[config.mk]
export PLATFORM = sky130hd
export DESIGN_NAME = pca_ctrl
export DESIGN_NICKNAME = d
export VERILOG_FILES = /design/src/rtl/pid_controller_antiwindup_macros.svh /design/src/rtl/pca_pkg.sv /design/src/rtl/pca_ctrl.sv
export SDC_FILE = /design/constraint.sdc
export NUM_CORES = 1
export LEC_CHECK = 0
export BUFFER_PORTS_ARGS = -buffer_cell sky130_fd_sc_hd__buf_2
export CAP_MARGIN = 20
export CORE_MARGIN = 3
export CORE_UTILIZATION = 50
export CTS_BUF_LIST = sky130_fd_sc_hd__clkbuf_8
export DETAILED_ROUTE_END_ITERATION = 8
export HOLD_SLACK_MARGIN = 0.02
export PLACE_DENSITY = 0.73
export SYNTH_ARGS = -nofsm -noshare
export SYNTH_HDL_FRONTEND = slang
export SYNTH_SLANG_ARGS = --single-unit
[constraint.sdc]
create_clock -name clk -period 1.72 [get_ports clk]
set_input_delay 0.43 -clock clk [delete_from_list [all_inputs] [get_ports clk]]
set_output_delay 0.43 -clock clk [all_outputs]
set_load 0.01 [all_outputs]
[src/rtl/pid_controller_antiwindup_macros.svh]
// Assertion macros shared by the PID controller RTL.
`ifndef PID_CONTROLLER_ANTIWINDUP_MACROS_SVH
`define PID_CONTROLLER_ANTIWINDUP_MACROS_SVH

// Same-cycle implication, disabled during reset.
`define PCA_ASSERT_IMPL(name, clk_s, rst_s, ante, cons) \
  name: assert property (@(posedge clk_s) disable iff (rst_s) (ante) |-> (cons)) \
    else $error("pid controller: same-cycle check failed");

// Next-cycle implication, disabled during reset.
`define PCA_ASSERT_NEXT(name, clk_s, rst_s, ante, cons) \
  name: assert property (@(posedge clk_s) disable iff (rst_s) (ante) |=> (cons)) \
    else $error("pid controller: next-cycle check failed");

`endif

[src/rtl/pca_pkg.sv]
// Types, codes and helper functions shared by the PID controller modules.
`default_nettype none

package pca_pkg;

  typedef struct packed {
    logic signed [31:0] target;
    logic signed [31:0] measured;
    logic        [31:0] now_ms;
  } sample_t;

  typedef struct packed {
    logic signed [31:0] drive;
    logic               updated;
    logic               clamped;
  } result_t;

  localparam int CFG_INDEX_W = 3;
  localparam int CFG_DATA_W  = 32;

  localparam logic [CFG_INDEX_W-1:0] REG_GAIN_P     = 3'd0;
  localparam logic [CFG_INDEX_W-1:0] REG_GAIN_I     = 3'd1;
  localparam logic [CFG_INDEX_W-1:0] REG_GAIN_D     = 3'd2;
  localparam logic [CFG_INDEX_W-1:0] REG_LOW_LIMIT  = 3'd3;
  localparam logic [CFG_INDEX_W-1:0] REG_HIGH_LIMIT = 3'd4;
  localparam logic [CFG_INDEX_W-1:0] REG_REVERSE    = 3'd5;
  localparam logic [CFG_INDEX_W-1:0] REG_TIME_DIV   = 3'd6;
  localparam logic [CFG_INDEX_W-1:0] REG_PERIOD     = 3'd7;

  // Divider geometry: 48-bit dividend, 32-bit divisor, two quotient bits per step.
  localparam int DIV_NUM_W = 48;
  localparam int DIV_DEN_W = 32;
  localparam int DIV_STEPS = DIV_NUM_W / 2;
  localparam int DIV_CNT_W = $clog2(DIV_STEPS);

  localparam int OP_W = 5;
  typedef logic [OP_W-1:0] op_t;

  localparam op_t OP_NONE      = 5'd0;
  localparam op_t OP_LOAD      = 5'd1;
  localparam op_t OP_CHECK     = 5'd2;
  localparam op_t OP_DIV_T     = 5'd3;
  localparam op_t OP_DT        = 5'd4;
  localparam op_t OP_SEL_P     = 5'd5;
  localparam op_t OP_SEL_INC   = 5'd6;
  localparam op_t OP_SEL_I     = 5'd7;
  localparam op_t OP_SEL_D     = 5'd8;
  localparam op_t OP_MUL_LO    = 5'd9;
  localparam op_t OP_MUL_HI    = 5'd10;
  localparam op_t OP_ACC_FIRST = 5'd11;
  localparam op_t OP_ACC_SHIFT = 5'd12;
  localparam op_t OP_WB_P      = 5'd13;
  localparam op_t OP_WB_INC    = 5'd14;
  localparam op_t OP_WB_I      = 5'd15;
  localparam op_t OP_WB_D      = 5'd16;
  localparam op_t OP_DIV_D     = 5'd17;
  localparam op_t OP_DERIV     = 5'd18;
  localparam op_t OP_ADD       = 5'd19;
  localparam op_t OP_CLAMP     = 5'd20;
  localparam op_t OP_EMIT      = 5'd21;
  localparam op_t OP_HOLD      = 5'd22;

  typedef struct packed {
    op_t op;
  } pca_cmd_t;

  typedef struct packed {
    logic held;
    logic dt_zero;
    logic div_done;
    logic out_free;
  } pca_status_t;

  function automatic logic [31:0] abs32(input logic [31:0] v);
    return v[31] ? (~v + 32'd1) : v;
  endfunction

  function automatic logic [47:0] abs48(input logic [47:0] v);
    return v[47] ? (~v + 48'd1) : v;
  endfunction

  // Apply a sign to a magnitude and saturate to 32-bit signed.
  function automatic logic [31:0] sat_mag32(input logic [63:0] m, input logic neg);
    logic [31:0] r;
    if (neg) begin
      if (m > 64'h0000_0000_8000_0000) r = 32'h8000_0000;
      else r = ~m[31:0] + 32'd1;
    end else begin
      if (m > 64'h0000_0000_7FFF_FFFF) r = 32'h7FFF_FFFF;
      else r = m[31:0];
    end
    return r;
  endfunction

  // Output direction; negating the most negative value saturates.
  function automatic logic [31:0] apply_dir(input logic [31:0] v, input logic rev);
    logic [31:0] r;
    if (!rev) r = v;
    else if (v == 32'h8000_0000) r = 32'h7FFF_FFFF;
    else r = ~v + 32'd1;
    return r;
  endfunction

endpackage

`default_nettype wire

[src/rtl/pca_ctrl.sv]
// Sequencer that steps the PID datapath through one update.
`default_nettype none

module pca_ctrl
  import pca_pkg::*;
(
  input  logic        clk,
  input  logic        rst,
  input  logic        sample_valid,
  input  pca_status_t status,
  output pca_cmd_t    cmd,
  output logic        sample_stall
);

  localparam logic [4:0] S_IDLE    = 5'd0;
  localparam logic [4:0] S_CHECK   = 5'd1;
  localparam logic [4:0] S_TDIV_GO = 5'd2;
  localparam logic [4:0] S_TDIV    = 5'd3;
  localparam logic [4:0] S_DT      = 5'd4;
  localparam logic [4:0] S_SEL_P   = 5'd5;
  localparam logic [4:0] S_MUL_P   = 5'd6;
  localparam logic [4:0] S_ACC_P   = 5'd7;
  localparam logic [4:0] S_WB_P    = 5'd8;
  localparam logic [4:0] S_SEL_INC = 5'd9;
  localparam logic [4:0] S_MUL_INC = 5'd10;
  localparam logic [4:0] S_ACC_INC = 5'd11;
  localparam logic [4:0] S_WB_INC  = 5'd12;
  localparam logic [4:0] S_SEL_I   = 5'd13;
  localparam logic [4:0] S_MUL_IH  = 5'd14;
  localparam logic [4:0] S_ACC_IH  = 5'd15;
  localparam logic [4:0] S_MUL_IL  = 5'd16;
  localparam logic [4:0] S_ACC_IL  = 5'd17;
  localparam logic [4:0] S_WB_I    = 5'd18;
  localparam logic [4:0] S_DDIV_GO = 5'd19;
  localparam logic [4:0] S_DDIV    = 5'd20;
  localparam logic [4:0] S_DERIV   = 5'd21;
  localparam logic [4:0] S_SEL_D   = 5'd22;
  localparam logic [4:0] S_MUL_D   = 5'd23;
  localparam logic [4:0] S_ACC_D   = 5'd24;
  localparam logic [4:0] S_WB_D    = 5'd25;
  localparam logic [4:0] S_ADD     = 5'd26;
  localparam logic [4:0] S_CLAMP   = 5'd27;
  localparam logic [4:0] S_EMIT    = 5'd28;
  localparam logic [4:0] S_HOLD    = 5'd29;

  logic [4:0] state;
  logic [4:0] state_next;

  always_comb begin
    state_next = state;
    cmd.op     = OP_NONE;
    case (state)
      S_IDLE: begin
        if (sample_valid) begin
          cmd.op     = OP_LOAD;
          state_next = S_CHECK;
        end
      end
      S_CHECK: begin
        cmd.op     = OP_CHECK;
        state_next = status.held ? S_HOLD : S_TDIV_GO;
      end
      S_TDIV_GO: begin
        cmd.op     = OP_DIV_T;
        state_next = S_TDIV;
      end
      S_TDIV: begin
        if (status.div_done) state_next = S_DT;
      end
      S_DT: begin
        cmd.op     = OP_DT;
        state_next = S_SEL_P;
      end
      S_SEL_P: begin
        cmd.op     = OP_SEL_P;
        state_next = S_MUL_P;
      end
      S_MUL_P: begin
        cmd.op     = OP_MUL_LO;
        state_next = S_ACC_P;
      end
      S_ACC_P: begin
        cmd.op     = OP_ACC_FIRST;
        state_next = S_WB_P;
      end
      S_WB_P: begin
        cmd.op     = OP_WB_P;
        state_next = S_SEL_INC;
      end
      S_SEL_INC: begin
        cmd.op     = OP_SEL_INC;
        state_next = S_MUL_INC;
      end
      S_MUL_INC: begin
        cmd.op     = OP_MUL_LO;
        state_next = S_ACC_INC;
      end
      S_ACC_INC: begin
        cmd.op     = OP_ACC_FIRST;
        state_next = S_WB_INC;
      end
      S_WB_INC: begin
        cmd.op     = OP_WB_INC;
        state_next = S_SEL_I;
      end
      S_SEL_I: begin
        cmd.op     = OP_SEL_I;
        state_next = S_MUL_IH;
      end
      // The integral term is 32 x 48 bits: upper 16 bits first, then the lower 32.
      S_MUL_IH: begin
        cmd.op     = OP_MUL_HI;
        state_next = S_ACC_IH;
      end
      S_ACC_IH: begin
        cmd.op     = OP_ACC_FIRST;
        state_next = S_MUL_IL;
      end
      S_MUL_IL: begin
        cmd.op     = OP_MUL_LO;
        state_next = S_ACC_IL;
      end
      S_ACC_IL: begin
        cmd.op     = OP_ACC_SHIFT;
        state_next = S_WB_I;
      end
      S_WB_I: begin
        cmd.op     = OP_WB_I;
        // With zero elapsed time the derivative stays zero and the divide is skipped.
        state_next = status.dt_zero ? S_SEL_D : S_DDIV_GO;
      end
      S_DDIV_GO: begin
        cmd.op     = OP_DIV_D;
        state_next = S_DDIV;
      end
      S_DDIV: begin
        if (status.div_done) state_next = S_DERIV;
      end
      S_DERIV: begin
        cmd.op     = OP_DERIV;
        state_next = S_SEL_D;
      end
      S_SEL_D: begin
        cmd.op     = OP_SEL_D;
        state_next = S_MUL_D;
      end
      S_MUL_D: begin
        cmd.op     = OP_MUL_LO;
        state_next = S_ACC_D;
      end
      S_ACC_D: begin
        cmd.op     = OP_ACC_FIRST;
        state_next = S_WB_D;
      end
      S_WB_D: begin
        cmd.op     = OP_WB_D;
        state_next = S_ADD;
      end
      S_ADD: begin
        cmd.op     = OP_ADD;
        state_next = S_CLAMP;
      end
      S_CLAMP: begin
        cmd.op     = OP_CLAMP;
        state_next = S_EMIT;
      end
      S_EMIT: begin
        if (status.out_free) begin
          cmd.op     = OP_EMIT;
          state_next = S_IDLE;
        end
      end
      S_HOLD: begin
        if (status.out_free) begin
          cmd.op     = OP_HOLD;
          state_next = S_IDLE;
        end
      end
      default: begin
        state_next = S_IDLE;
      end
    endcase
  end

  always_ff @(posedge clk) begin
    if (rst) begin
      state <= S_IDLE;
    end else begin
      state <= state_next;
    end
  end

  // No request is taken while reset is held.
  assign sample_stall = rst || (state != S_IDLE);

endmodule

`default_nettype wire

==> impl_summary.log <==
[metrics] result of the run: finished with violations
[metrics] failing checks: setup timing
[metrics] hpwl dp: 1601 µm
[metrics] setup violation total in the final timing report: 5
[metrics] post-route standard cell area excluding fillers: 1040 µm²
[metrics] delay contributed by the slowest stage of the critical path: 0.36 ns
[metrics] hold path endpoint: state[1]$_SDFFE_PP0P_
[metrics] total DRC errors in the routed layout: 0
[metrics] post-placement worst setup slack: -0.1729 ns
[metrics] count of final max-slew check failures: 0
[metrics] Layout Area Growth over Synthesis: 46.30%
[metrics] share of the synthesized area in the top cell type: 14.08%
[metrics] buffering stage count on the worst path with inverters included: 1
[metrics] Iteration-0 DRC Markers: 68
[metrics] Total GRT Usage: 28.95%
[metrics] Max FO, Critical Path: 7
[metrics] TritonCTS clock tree: done
[metrics] Final Hold Viols: 0
[metrics] final critical-path required period: 1.925 ns
[metrics] vertical die dimension: 43.70 µm
[metrics] setup repair after global routing missed its margin: true
[metrics] count of clock tree sinks: 5
[metrics] launch instance of the worst register-to-register path: state[2]$_SDFFE_PP0P_
[metrics] worst slew margin relative to its limit: 73.77%
[metrics] clk_lat worst skew: 0.22 ns
[metrics] cell accounting for the most synthesized area: sky130_fd_sc_hd__dfxtp_1
[metrics] leading registers by flop count: state (5)
[metrics] hold-critical path depth: 2
[metrics] WP data required: 1.29 ns
[metrics] prevailing post-synth register cell: sky130_fd_sc_hd__dfxtp_1
[metrics] arrival time reported for the critical path endpoint: 1.50 ns
[metrics] antenna violations before repair: 0
[metrics] buffers from clock root to sink, at most: 2
[metrics] Clock Pin Slew Worst Setup and Hold Paths: 0.04 ns
[metrics] CTS root buf: sky130_fd_sc_hd__clkbuf_8
[metrics] number of placed instances, taps included: 143
[metrics] sum of overflow across all layers after global routing: 0
[metrics] area enclosed by the die boundary: 1910 µm²
[metrics] largest reg by FF count: state
[metrics] detailed-routing iteration count for the pre-antenna-repair pass: 5
[metrics] synthesized cell area: 710.7 µm²
[metrics] Cell Count, Final, Fillers Out: 149
[metrics] number of nets produced by synthesis: 113
[metrics] fin nets: 143
[metrics] Maximum Capacitance Violations: 0
[metrics] number of global-route vias before repair: 880
[metrics] total core area: 1216 µm²
[metrics] maximum number of pins on one net before global-route repair: 16
[metrics] reg2reg end: state[0]$_SDFFE_PP0P_
[metrics] most common cell after layout, fill and taps aside: sky130_fd_sc_hd__buf_4
[metrics] worst clock skew: 0.0005379 ns
[metrics] final core occ: 85.49%
[metrics] Rows: 12
[metrics] H-tree levels: 1
[metrics] wire length of the first global-routing pass: 4195 µm
[metrics] Avg Inst Size Synth: 6.705 µm²
[metrics] leading cell types in the layout, fill and taps excluded: sky130_fd_sc_hd__buf_4, sky130_fd_sc_hd__buf_2, sky130_fd_sc_hd__nand2_1, sky130_fd_sc_hd__nor2_1, sky130_fd_sc_hd__a21oi_1
[metrics] R2R Setup Slk: 0.07 ns
[metrics] slowest stage cell on the critical path: sky130_fd_sc_hd__dfxtp_4
[metrics] gate family responsible for the most delay along the worst path: compound AO/OA/AOI/OAI gates
[metrics] via total after detailed routing: 1004
[metrics] average wire per cell in the routed design: 17.49 µm
[metrics] endpoint type of the worst setup path: output port
[metrics] largest cells by area after synthesis: sky130_fd_sc_hd__dfxtp_1, sky130_fd_sc_hd__nand2_1, sky130_fd_sc_hd__a21oi_1, sky130_fd_sc_hd__o21ai_0, sky130_fd_sc_hd__nor2_1
[metrics] EDFF count, synth: 0
[metrics] horizontal die dimension: 43.70 µm
[metrics] ratio of final minimum period to clock period: 111.9%
[metrics] ratio of total power to cell area: 1948 nW/µm²
[metrics] Worst Path Class, Setup: flip-flop to output port
[metrics] number of nets still failing antenna checks after routing: 0
[metrics] hold buffer count at CTS: 0
[metrics] IR Drop Worst-Case VDD: 0.001404 V
[metrics] Hold Crit Start: rst
[metrics] number of warnings issued by yosys: 0
[metrics] Max Freq: 519.4 MHz
[metrics] dpl cell area: 909.6 µm²
[metrics] Antenna Diode Count: 0
[metrics] Unique masters post-synth: 39
[metrics] share of the yosys chip area belonging to registers: 14.08%
[metrics] static leakage: 0.4453 nW
[metrics] post-synthesis cell count: 106
[metrics] fraction of final layout cells with drive strength greater than 1: 42.96%
[metrics] Routability Congestion: 0.9124
[metrics] CTS Buf Count: 3
[metrics] Largest register FFs: 5
[metrics] post-synthesis sequential element count: 5
[metrics] crit start category: flip-flop
[metrics] slack of the critical path: -0.2055 ns
[metrics] number of cell instances on the worst register-to-register path: 5
[metrics] FFs w/ async S/R, synth: 0%
[metrics] type of the tightest min-delay check: input pin to flip-flop
[metrics] cell-by-cell listing of the critical path: and4_1, a31oi_1, o211ai_1, a221o_1, buf_2
[metrics] number of primary I/O pins: 13
[metrics] starting utilization of the core area: 58.44%
[metrics] CP Depth: 5
[metrics] routed via count divided by cell count: 6.738
[metrics] slew at the pin with the worst max-slew slack: 0.3935 ns
[metrics] drt total wl: 2606 µm
[metrics] number of I/O port buffers: 12
## area by class of cell
cell class                 instances  area, µm²
clock buffer                       3      41.29
clock inverter                     1      3.754
fill                              63      176.4
inverter                           3      11.26
multi-input combinational         87      591.8
sequential                         5      110.1
tap                               14      17.52
timing repair buffer              36      264.0
## worst reg2reg max path: stages, from the launching register on
cell,delay (ns)
sky130_fd_sc_hd__dfxtp_4,0.36
sky130_fd_sc_hd__buf_4,0.17
sky130_fd_sc_hd__nand2b_4,0.17
sky130_fd_sc_hd__or4_4,0.50
sky130_fd_sc_hd__a211o_1,0.30
sky130_fd_sc_hd__o31ai_1,0.06
## cells in the mapped netlist (2+ instances only)
library cell and count:
sky130_fd_sc_hd__or2_2 2, sky130_fd_sc_hd__a31o_2 2, sky130_fd_sc_hd__a21oi_1 8, sky130_fd_sc_hd__o22ai_1 3, sky130_fd_sc_hd__a31oi_1 3, sky130_fd_sc_hd__nor4_1 2
sky130_fd_sc_hd__buf_1 2, sky130_fd_sc_hd__inv_1 3, sky130_fd_sc_hd__nand2b_1 3, sky130_fd_sc_hd__o21ai_0 8, sky130_fd_sc_hd__buf_4 2, sky130_fd_sc_hd__dfxtp_1 5
sky130_fd_sc_hd__o211ai_1 3, sky130_fd_sc_hd__o31ai_1 3, sky130_fd_sc_hd__buf_2 6, sky130_fd_sc_hd__a211oi_1 2, sky130_fd_sc_hd__nor2b_1 2, sky130_fd_sc_hd__nand2_1 11
sky130_fd_sc_hd__nor2_1 10, sky130_fd_sc_hd__a221o_1 2, sky130_fd_sc_hd__a211o_1 2, sky130_fd_sc_hd__and3_1 2, sky130_fd_sc_hd__nor3_1 4
## layer usage
| layer | wire length, µm | global-route usage (%) | up-vias |
|---|---|---|---|
| met5 | 0 | 0 | - |
| met4 | 89 | 16.87 | 0 |
| met2 | 1155 | 42.15 | 77 |
| met3 | 333 | 4.564 | 15 |
| met1 | 1028 | 39.61 | 450 |
| li1 | - | - | 462 |
## kinds of logic after synthesis
| logic type | Yosys count | share of synthesized area [%] |
|---|---|---|
| AOI/OAI and AO/OA | 42 | 40.67 |
| muxes | 1 | 1.409 |
| and+or+nand+nor | 42 | 31.87 |
| xor gates and xnor gates | 2 | 2.465 |
| buffers and inverters | 14 | 9.506 |
| DFF | 5 | 14.09 |
## repair_timing
action,CTS,global route
buffers inserted,1,1
endpoints found under the setup margin,7,7
gates resized for setup,20,5
pin swaps,3,0
## worst max path at each step
stage / end / from
2_1_floorplan: cmd[0] / state[4]$_SDFFE_PP0P_
3_3_place_gp: cmd[0] / status[0]
3_5_place_dp: cmd[0] / status[0]
4_1_cts: cmd[0] / state[2]$_SDFFE_PP0P_
5_1_grt: cmd[0] / state[2]$_SDFFE_PP0P_
6_report: cmd[0] / state[2]$_SDFFE_PP0P_
## through the flow
stage               setup TNS (ns)  total power, mW  hold WS, ns
floorplan                        0            1.046       0.5698
global placement           -0.1653            1.510       0.6978
detailed placement         -0.1947            1.544       0.6973
CTS                        -0.3904            1.901       0.4631
global route               -0.7815            2.158       0.4891
finish                     -0.4299            2.026       0.4742
## power breakdown
part / leakage [nW] / internal, mW / switching, mW
combinational: 0.375 / 0.761 / 0.774
clock: 0.0269 / 0.154 / 0.0649
sequential: 0.0432 / 0.176 / 0.0961
(Power assumes the default switching activity.)
